`config.mk`:
```
export PLATFORM = sky130hd
export DESIGN_NAME = sbm_divider
export DESIGN_NICKNAME = d
export VERILOG_FILES = /design/src/sv/sbm_pkg.sv /design/src/sv/sbm_divider.sv
export SDC_FILE = /design/constraint.sdc
export NUM_CORES = 1
export LEC_CHECK = 0
export ABC_AREA = 1
export CAP_MARGIN = 20
export CORE_MARGIN = 2
export CORE_UTILIZATION = 60
export DETAILED_ROUTE_END_ITERATION = 7
export DONT_BUFFER_PORTS = 1
export HOLD_SLACK_MARGIN = 0.08
export PLACE_DENSITY = 0.74
export SLEW_MARGIN = 40
export SYNTH_ARGS = -nofsm -noshare
export SYNTH_HDL_FRONTEND = slang
export SYNTH_SLANG_ARGS = --single-unit
```
`constraint.sdc`:
```
create_clock -name i_clk -period 4.9 [get_ports i_clk]
set_input_delay 0.735 -clock i_clk [delete_from_list [all_inputs] [get_ports i_clk]]
set_output_delay 0.735 -clock i_clk [all_outputs]
set_load 0.02 [all_outputs]
```
`src/sv/sbm_pkg.sv`:
```
// Shared types, codes and constants of the stack bytecode machine.
`timescale 1ns / 1ps

package sbm_pkg;

    localparam int STACK_DEPTH_DEF = 256;
    localparam int CODE_SIZE_DEF   = 1024;

    localparam int DATA_W = 32;
    localparam int BYTE_W = 8;
    localparam int IMM_W  = 24;
    localparam int POS_W  = 10;

    // result word layout on the master tdata bus, lowest bit first
    localparam int POOL_LSB  = 0;
    localparam int INT_LSB   = 8;
    localparam int CODE_LSB  = 40;
    localparam int POS_LSB   = 42;
    localparam int FIELDS_W  = 52;
    localparam int TDATA_W   = 56;
    localparam int TUSER_W   = 3;

    localparam logic [BYTE_W-1:0] OP_PRINT_LIT = 8'd1;
    localparam logic [BYTE_W-1:0] OP_PROMPT    = 8'd2;
    localparam logic [BYTE_W-1:0] OP_PRINT_VAR = 8'd3;
    localparam logic [BYTE_W-1:0] OP_HALT      = 8'd4;
    localparam logic [BYTE_W-1:0] OP_PUSH      = 8'd5;
    localparam logic [BYTE_W-1:0] OP_ADD       = 8'd6;
    localparam logic [BYTE_W-1:0] OP_SUB       = 8'd7;
    localparam logic [BYTE_W-1:0] OP_MUL       = 8'd8;
    localparam logic [BYTE_W-1:0] OP_DIV       = 8'd9;
    localparam logic [BYTE_W-1:0] OP_PRINT_INT = 8'd10;

    typedef enum logic [2:0] {
        EV_LITERAL  = 3'd0,
        EV_PROMPT   = 3'd1,
        EV_VARIABLE = 3'd2,
        EV_INTEGER  = 3'd3,
        EV_HALT     = 3'd4,
        EV_ERROR    = 3'd5
    } t_event;

    typedef enum logic [1:0] {
        ERR_OVERFLOW  = 2'd0,
        ERR_UNDERFLOW = 2'd1,
        ERR_DIVZERO   = 2'd2,
        ERR_UNKNOWN   = 2'd3
    } t_err;

    typedef enum logic [2:0] {
        PH_OPCODE   = 3'd0,
        PH_INDEX    = 3'd1,
        PH_IMM1     = 3'd2,
        PH_IMM2     = 3'd3,
        PH_IMM3     = 3'd4,
        PH_IMM_LAST = 3'd5
    } t_phase;

    typedef enum logic [2:0] {
        S_IDLE,
        S_RD1,
        S_RD2,
        S_EXEC,
        S_DIV,
        S_EMIT
    } t_state;

    typedef struct packed {
        t_event              kind;
        logic [POS_W-1:0]    pos;
        t_err                code;
        logic [DATA_W-1:0]   value;
        logic [BYTE_W-1:0]   pool;
    } t_result;

endpackage

```
`src/sv/sbm_divider.sv`:
```
// Signed 32-bit divider, truncating toward zero, one quotient bit per cycle.
`timescale 1ns / 1ps

module sbm_divider (
    input  logic                       i_clk,
    input  logic                       i_rst_n,
    input  logic                       i_start,
    input  logic [sbm_pkg::DATA_W-1:0] i_dividend,
    input  logic [sbm_pkg::DATA_W-1:0] i_divisor,
    output logic                       o_done,
    output logic [sbm_pkg::DATA_W-1:0] o_quotient
);

    localparam int W  = sbm_pkg::DATA_W;
    localparam int SW = $clog2(W);

    logic          r_busy, n_busy;
    logic          r_done, n_done;
    logic [SW-1:0] r_cnt, n_cnt;
    logic [W-1:0]  r_rem, n_rem;
    logic [W-1:0]  r_quo, n_quo;
    logic [W-1:0]  r_dvs, n_dvs;
    logic          r_neg, n_neg;
    logic [W:0]    w_shift;
    logic [W:0]    w_diff;

    assign w_shift = {r_rem, r_quo[W-1]};
    assign w_diff  = w_shift - {1'b0, r_dvs};

    always_comb begin
        n_busy = r_busy;
        n_done = 1'b0;
        n_cnt  = r_cnt;
        n_rem  = r_rem;
        n_quo  = r_quo;
        n_dvs  = r_dvs;
        n_neg  = r_neg;
        if (i_start) begin
            n_busy = 1'b1;
            n_cnt  = '0;
            n_rem  = '0;
            n_quo  = i_dividend[W-1] ? (W'(0) - i_dividend) : i_dividend;
            n_dvs  = i_divisor[W-1] ? (W'(0) - i_divisor) : i_divisor;
            n_neg  = i_dividend[W-1] ^ i_divisor[W-1];
        end else if (r_busy) begin
            // restoring step: keep the trial remainder when it did not go negative
            if (!w_diff[W]) begin
                n_rem = w_diff[W-1:0];
                n_quo = {r_quo[W-2:0], 1'b1};
            end else begin
                n_rem = w_shift[W-1:0];
                n_quo = {r_quo[W-2:0], 1'b0};
            end
            n_cnt = r_cnt + 1'b1;
            if (r_cnt == SW'(W - 1)) begin
                n_busy = 1'b0;
                n_done = 1'b1;
            end
        end
    end

    always_ff @(posedge i_clk) begin
        if (!i_rst_n) begin
            r_busy <= 1'b0;
            r_done <= 1'b0;
            r_cnt  <= '0;
        end else begin
            r_busy <= n_busy;
            r_done <= n_done;
            r_cnt  <= n_cnt;
        end
    end

    always_ff @(posedge i_clk) begin
        r_rem <= n_rem;
        r_quo <= n_quo;
        r_dvs <= n_dvs;
        r_neg <= n_neg;
    end

    assign o_done     = r_done;
    assign o_quotient = r_neg ? (W'(0) - r_quo) : r_quo;

endmodule

```
# Yosys cells after proc, flatten, opt, wreduce, memory -nomap -nowiden
# Index checks and enable logic that the tools add are counted.
# Widths: inputs -> output; s select.
totals:
  ff_bits: 104
  inputBits: 67
  output_inout_bits: 33
  word_cells: 31
classes:
  n_addsub: 5
  eq_ne: 1
  muxes: 11
  n_bitwise: 3
  reduce_logical: 3
op_table:
  columns: ["operator", "n"]
  rows:
  - ["$mux 32", 5]
  - ["$sub 1x32->32 const A", 3]
  - ["$sub 33x32->33", 1]
  - ["$mux 31", 1]
  - ["$add 5x1->5 const B", 1]
  - ["$eq 5x5->1 const B", 1]
  - ["$mux 1", 5]
  - ["$reduce_or 3->1", 1]
  - ["$not 1->1", 2]
  - ["$reduce_bool 2->1", 1]
  - ["$reduce_or 2->1", 1]
  - ["$xor 1x1->1", 1]

# Logic depth before layout (Yosys ltp)
# Gate-level depths: netlist of run 1.
depth:
  depth_word: 4
  mapped_depth: 19
  ltp_nobuf: 17

# Worst setup path before layout of run 1
# Ideal clock, no wire load.
synth_path:
  path_type: "reg2out"
  from: "reg r_quo[0]"
  to: "out o_quotient[20] in the netlist's numbering"
  arrival_time_ns: 2.039
  required_ns: 4.165
  setup_slack_ns: 2.126
  path_stages_with_launch: 11
  path_buffers: 0
  path_cell_list: "edfxtp_1 -> inv_1 -> ha_1 -> nand2_1 -> nor3_2 -> nand2_1 -> nor2_1 -> nand2_1 -> or2_2 -> o21ai_0 -> xor2_1"
synth_via:
  elab_chain_len: 2
synth_lines:
  columns: ["element", "line", "rtl"]
  rows:
  - ["start, declared", "sbm_divider.sv:21", "logic [W-1:0] r_quo, n_quo;"]
  - ["start signal, assigned", "sbm_divider.sv:76", "r_quo <= n_quo;"]
  - ["$sub 1x32->32", "sbm_divider.sv:82", "assign o_quotient = r_neg ? (W'(0) - r_quo) : r_quo;"]
  - ["$mux 32", "sbm_divider.sv:82", null]
  - ["end, declared", "sbm_divider.sv:11", "output logic [sbm_pkg::DATA_W-1:0] o_quotient"]
# Every way passes these cells.

# Final worst setup path of run 1
# Same ends and word-level chain as after synthesis.

==> results of run 1 <==
## metal layers
metal	routed length [um]	vias to the layer above
met1	11300	3906
met3	1840	28
met2	9710	294
li1	-	4518
met4	379	0
met5	0	-
## final cells by class
| class | count | area share |
|---|---|---|
| inverters | 293 | 0.115 |
| well taps | 188 | 0.0245 |
| clock inverters | 6 | 0.00639 |
| repair buffers | 4 | 0.00313 |
| flip-flops and latches | 104 | 0.285 |
| clock buffers | 10 | 0.0239 |
| multi-input cells | 1050 | 0.543 |
## cells in the final DEF (no fill, tap or decap)
master	instances
a211oi_1	1
a21o_1	3
a21oi_1	28
a31oi_1	5
and2_1	6
and3_1	3
buf_4	4
clkbuf_1	1
clkbuf_16	9
clkinv_4	1
clkinv_8	1
clkinvlp_4	1
dfxtp_1	39
edfxtp_1	65
fa_1	1
ha_1	37
inv_1	291
inv_2	2
inv_6	2
inv_8	1
nand2_1	506
nand2_2	4
nand3_1	102
nand3b_1	1
nand4_1	21
nor2_1	123
nor2_2	4
nor3_1	30
nor3_2	2
nor4_1	5
o211ai_1	1
o21ai_0	63
o21bai_1	2
o41ai_1	1
or2_1	1
or2_2	8
xnor2_1	24
xor2_1	68
## metrics by stage
stage	total power (W)	hold slack (ns)	setup slack (ns)	util	cell area (um^2)
2_1_floorplan	0.00149	0.443	2.13	-	9180
6_report	0.00231	0.466	1.30	0.636	9600
3_5_place_dp	0.00160	0.462	1.71	0.617	9310
3_3_place_gp	0.00159	0.457	1.77	0.617	9310
5_1_grt	0.00242	0.458	1.02	0.636	9600
4_1_cts	0.00232	0.460	1.30	0.636	9600
## sequential cells by signal, summed over array words and instances (netlist names)
| name | flops |
|---|---|
| r_neg | 1 |
| r_rem | 32 |
| r_cnt | 5 |
| o_done | 1 |
| r_busy | 1 |
| r_dvs | 32 |
| r_quo | 32 |
## power breakdown
| part | switching (W) | internal, W |
|---|---|---|
| combinational | 0.000374 | 0.000154 |
| clock | 0.000368 | 0.000358 |
| sequential | 0.0000487 | 0.00101 |
## cell families after synthesis
logic type | Yosys count | synth area share
buffers and inverters | 324 | 0.135
AOI/OAI and AO/OA | 104 | 0.0597
and+or+nand+nor | 816 | 0.367
adders and majority gates | 38 | 0.0526
DFF | 104 | 0.298
xor gates and xnor gates | 92 | 0.0878
## path summary, 6_finish.rpt
path / from / cells past startpoint / end / slack [ns]
worst min-delay path: i_divisor[0] / 0 / r_dvs[0]$_DFFE_PP_ / 0.47
worst max register to register: r_quo[31]$_DFFE_PP_ / 15 / r_quo[0]$_DFFE_PP_ / 1.84
worst max-delay path: r_quo[0]$_DFFE_PP_ / 10 / o_quotient[20] / 1.30
worst min register to register: r_cnt[4]$_SDFFE_PP0P_ / 2 / r_cnt[4]$_SDFFE_PP0P_ / 0.47
==> impl_metrics.ini, run 1 <==
[status]
status = finished clean

[pwr]
powerDensity_mw_per_mm2 = 241
vdd_drop_max_mv = 0.182
p_leak_nw = 5.05

[global_route]
grt_util_met3 = 0.0584
grt_pass1_vias = 8035
track_usage = 0.293
busiest_layer = met2
antenna_found_initial = 0
grt_pass1_wl_um = 38400
grt_overflow = 0
groute.layer.met2.usage = 0.440
grtUsageMet1 = 0.434
grt_max_degree = 64

[synthesis]
synth_flop_cell = edfxtp_1
yosysSeqAreaShare = 0.298
yosysMostFrequentCell = nand2_1
yosys_warnings = 0
synth_area_per_cell_um2 = 6.21
synthesis.nets = 1583
yosys_register_bits = 104
synth-edff-count = 65
syn_area_mm2 = 0.00918
synth_commonest_cells = nand2_1, inv_1, nor2_1, nand3_1, xor2_1
synth_top_area_frac = 0.213
synth_area_leader_cell = edfxtp_1
ys_types = 35
syn_inst = 1478
synth.area.top_cells = edfxtp_1, nand2_1, inv_1
synthArstFlopShare = 0

[die]
fp.dieArea_mm2 = 0.0163
dieWidth_um = 128
io_pins = 100
core_area_mm2 = 0.0151
die_y_um = 128
row_count = 45
start_util = 0.608

[placed_design]
place_hpwl_um = 18000
place.gp.congestion = 0.963
port_buffers = 0
placed_cells = 1639

[clocking]
clk_pin_slew_ns = 0.07
cts_repair_resize_count = 0
post_cts_buffers = 0
htreeDepth = 3
ctsRootBufferMaster = clkbuf_16
clockBufferDepth = 2
numCtsBuffers = 9
clock_sinks = 104
clock_latency_ns = 0.37
cts_hold_buffers = 0
cts_tree = built

[detailed_routing]
drt_iter0_markers = 699
drt-total-wl_um = 23300
vias = 8746
first_pass_iters = 6
wl_per_cell_um = 14.1
viasPerCell = 5.28
drc = 0
ant_nets = 0

[worst_setup_path]
cp-start-kind = flop
critPathMaxFanout = 4
path_common_cell = nand2_1
cp_cell_sequence = inv_1 -> ha_1 -> nand2_1 -> nor3_2 -> nand2_1 -> nor2_1 -> nand2_1 -> or2_2 -> o21ai_0 -> xor2_1
cp_top_family = simple AND/OR/NAND/NOR gates
path_buf_inv = 1
cp.required_ns = 4.16
cpPeakStageDelay_ns = 0.52
crit_path_end_kind = output port
arrival_ns = 2.87
critical_path_class = flop to output port
cpMaxStageDelayCell = edfxtp_1

[timing]
rsz0062_at_grt = false
finClkSkew_ns = 0.0110
setup_viol = 0
finalCritPeriodShare = 0.735
period_needed_ns = 3.60
fmax_mhz = 278
hold_viol = 0
slew_headroom = 0.457
finalSetupTns_ns = 0
worstMarginPinSlew_ns = 0.806
drv_slew = 0

[final_layout]
layout.nets = 1567
nFillCells = 1460
seqCellArea_mm2 = 0.00273
antenna_cells = 0
drive_above_1_share = 0.0266
syn_to_final_growth_pct = 4.58
multiInputGateArea_mm2 = 0.00521
instances_no_fill = 1655

[flow_run]
cap_violations = 0

[worst_hold_path]
hold_class = input port to flop
Note: power is estimated with default switching activity, not from simulation.
==> inputs of run 2 (changes only) <==
clock period = 3.45 ns   (was 4.9 ns; I/O delays follow)
==> impl_metrics.ini, run 2 (synthesis results as in run 1) <==
[worst_hold_path]
hold_path_startpoint = i_divisor[0]
hold_class = input port to flop
worstHoldPathCells = 0
worst_hold_path.endpoint = r_dvs[0]$_DFFE_PP_

[placed_design]
port_buffers = 0
place_hpwl_um = 18600
place.gp.congestion = 0.948
placed_cells = 1645

[global_route]
track_usage = 0.295
antenna_found_initial = 0
grt_overflow = 0
grt_pass1_wl_um = 38200
grt_pass1_vias = 7884
grt_max_degree = 64

[final_layout]
layout.nets = 1573
drive_above_1_share = 0.0326
syn_to_final_growth_pct = 5.51
final_common_cell = nand2_1
largestRegisters = r_dvs x32, r_quo x32, r_rem x32
final_cell_mix = nand2_1, inv_1, nor2_1
antenna_cells = 0
instances_no_fill = 1661

[worst_setup_path]
cp.required_ns = 2.93
crit_path_end_kind = output port
path_common_cell = nand2_1
cpPeakStageDelay_ns = 0.53
critical_path.reg2reg.endpoint = r_quo[0]$_DFFE_PP_
path_buf_inv = 1
cpMaxStageDelayCell = edfxtp_1
cp_cell_sequence = inv_2 -> ha_1 -> nand2_1 -> nor3_4 -> nand2_1 -> nor2_2 -> nand2_1 -> or2_2 -> o21ai_1 -> xor2_1
r2r_start = r_quo[31]$_DFFE_PP_
r2r_slack_ns = 0.62
cp_top_family = simple AND/OR/NAND/NOR gates
r2r_cells = 16
arrival_ns = 2.77
cp-start-kind = flop
critPathMaxFanout = 4
critical_path_class = flop to output port

[die]
dieWidth_um = 128
die_y_um = 128
row_count = 45
io_pins = 100
start_util = 0.608
core_area_mm2 = 0.0151
fp.dieArea_mm2 = 0.0163

[clocking]
numCtsBuffers = 9
clockBufferDepth = 2
clock_latency_ns = 0.37
clk_pin_slew_ns = 0.07
post_cts_buffers = 0
htreeDepth = 3
clock_sinks = 104
cts_tree = built
ctsRootBufferMaster = clkbuf_16

[detailed_routing]
viasPerCell = 5.20
met1_length_um = 11400
dr_wl_met2_um = 9830
first_pass_iters = 5
drt-total-wl_um = 23400
dr.max_layer_used = met4
drt_iter0_markers = 698
ant_nets = 0
wl_met3_um = 1900
wl_per_cell_um = 14.1
vias = 8635
drc = 0

[timing]
finalCritPeriodShare = 0.954
worstMarginPinSlew_ns = 0.807
period_needed_ns = 3.29
fmax_mhz = 304
finClkSkew_ns = 0.00996
hold_ws_ns = 0.246
slew_headroom = 0.456
drv_slew = 0
setup_viol = 0
hold_viol = 0

[pwr]
vdd_drop_max_mv = 0.345
powerDensity_mw_per_mm2 = 339
p_leak_nw = 5.09

[status]
status = finished clean

[flow_run]
cap_violations = 0
run 2: cell types whose count changed in the layout (fill, tap and decap cells not counted), sizes merged:
cell    change
buf         +6
clkinv      +2
inv         -2
run 2: timing repair:
action,CTS,global route
resized for setup,0,6
hold buffers,0,0
endpoints found under the hold margin,0,0
endpoints found under the setup margin,0,5
run 2: cell type report:
cell class | instances | area (um^2)
clock inverter | 6 | 55.1
sequential | 104 | 2730
inverter | 293 | 1100
fill | 1438 | 5410
tap | 188 | 235
timing repair buffer | 10 | 100
multi-input combinational | 1050 | 5230
clock buffer | 10 | 229
run 2: report_power, final:
part,total (W),internal [W],switching [W]
logic,0.000770,0.000226,0.000544
clock network,0.00101,0.000501,0.000513
registers,0.00150,0.00143,0.0000651
run 2: stage by stage:
step            util  worst slack [ns]  area (um^2)  total power [W]  TNS (ns)
2_1_floorplan      -             0.894         9180          0.00211         0
3_3_place_gp   0.622             0.558         9380          0.00227         0
3_5_place_dp   0.622             0.438         9380          0.00228         0
4_1_cts        0.640            0.0309         9660          0.00329         0
5_1_grt        0.642          -0.00710         9680          0.00344  -0.00710
6_report       0.642             0.159         9680          0.00328         0
run 2: layer usage:
| layer | vias to the layer above | global-route usage |
|---|---|---|
| li1 | 4530 | - |
| met1 | 3816 | 0.430 |
| met2 | 266 | 0.439 |
| met3 | 23 | 0.0785 |
| met4 | 0 | 0.0679 |
| met5 | - | 0 |
run 2: worst max-delay path by stage:
stage / startpoint / end / slack [ns] / cells past startpoint
floorplan: r_quo[0]$_DFFE_PP_ / o_quotient[20] / 0.89 / 10
global placement: r_quo[0]$_DFFE_PP_ / o_quotient[18] / 0.56 / 10
detailed placement: r_quo[0]$_DFFE_PP_ / o_quotient[18] / 0.44 / 10
CTS: r_quo[0]$_DFFE_PP_ / o_quotient[18] / 0.03 / 10
global route: r_quo[0]$_DFFE_PP_ / o_quotient[18] / -0.007 / 10
finish: r_quo[0]$_DFFE_PP_ / o_quotient[18] / 0.16 / 10
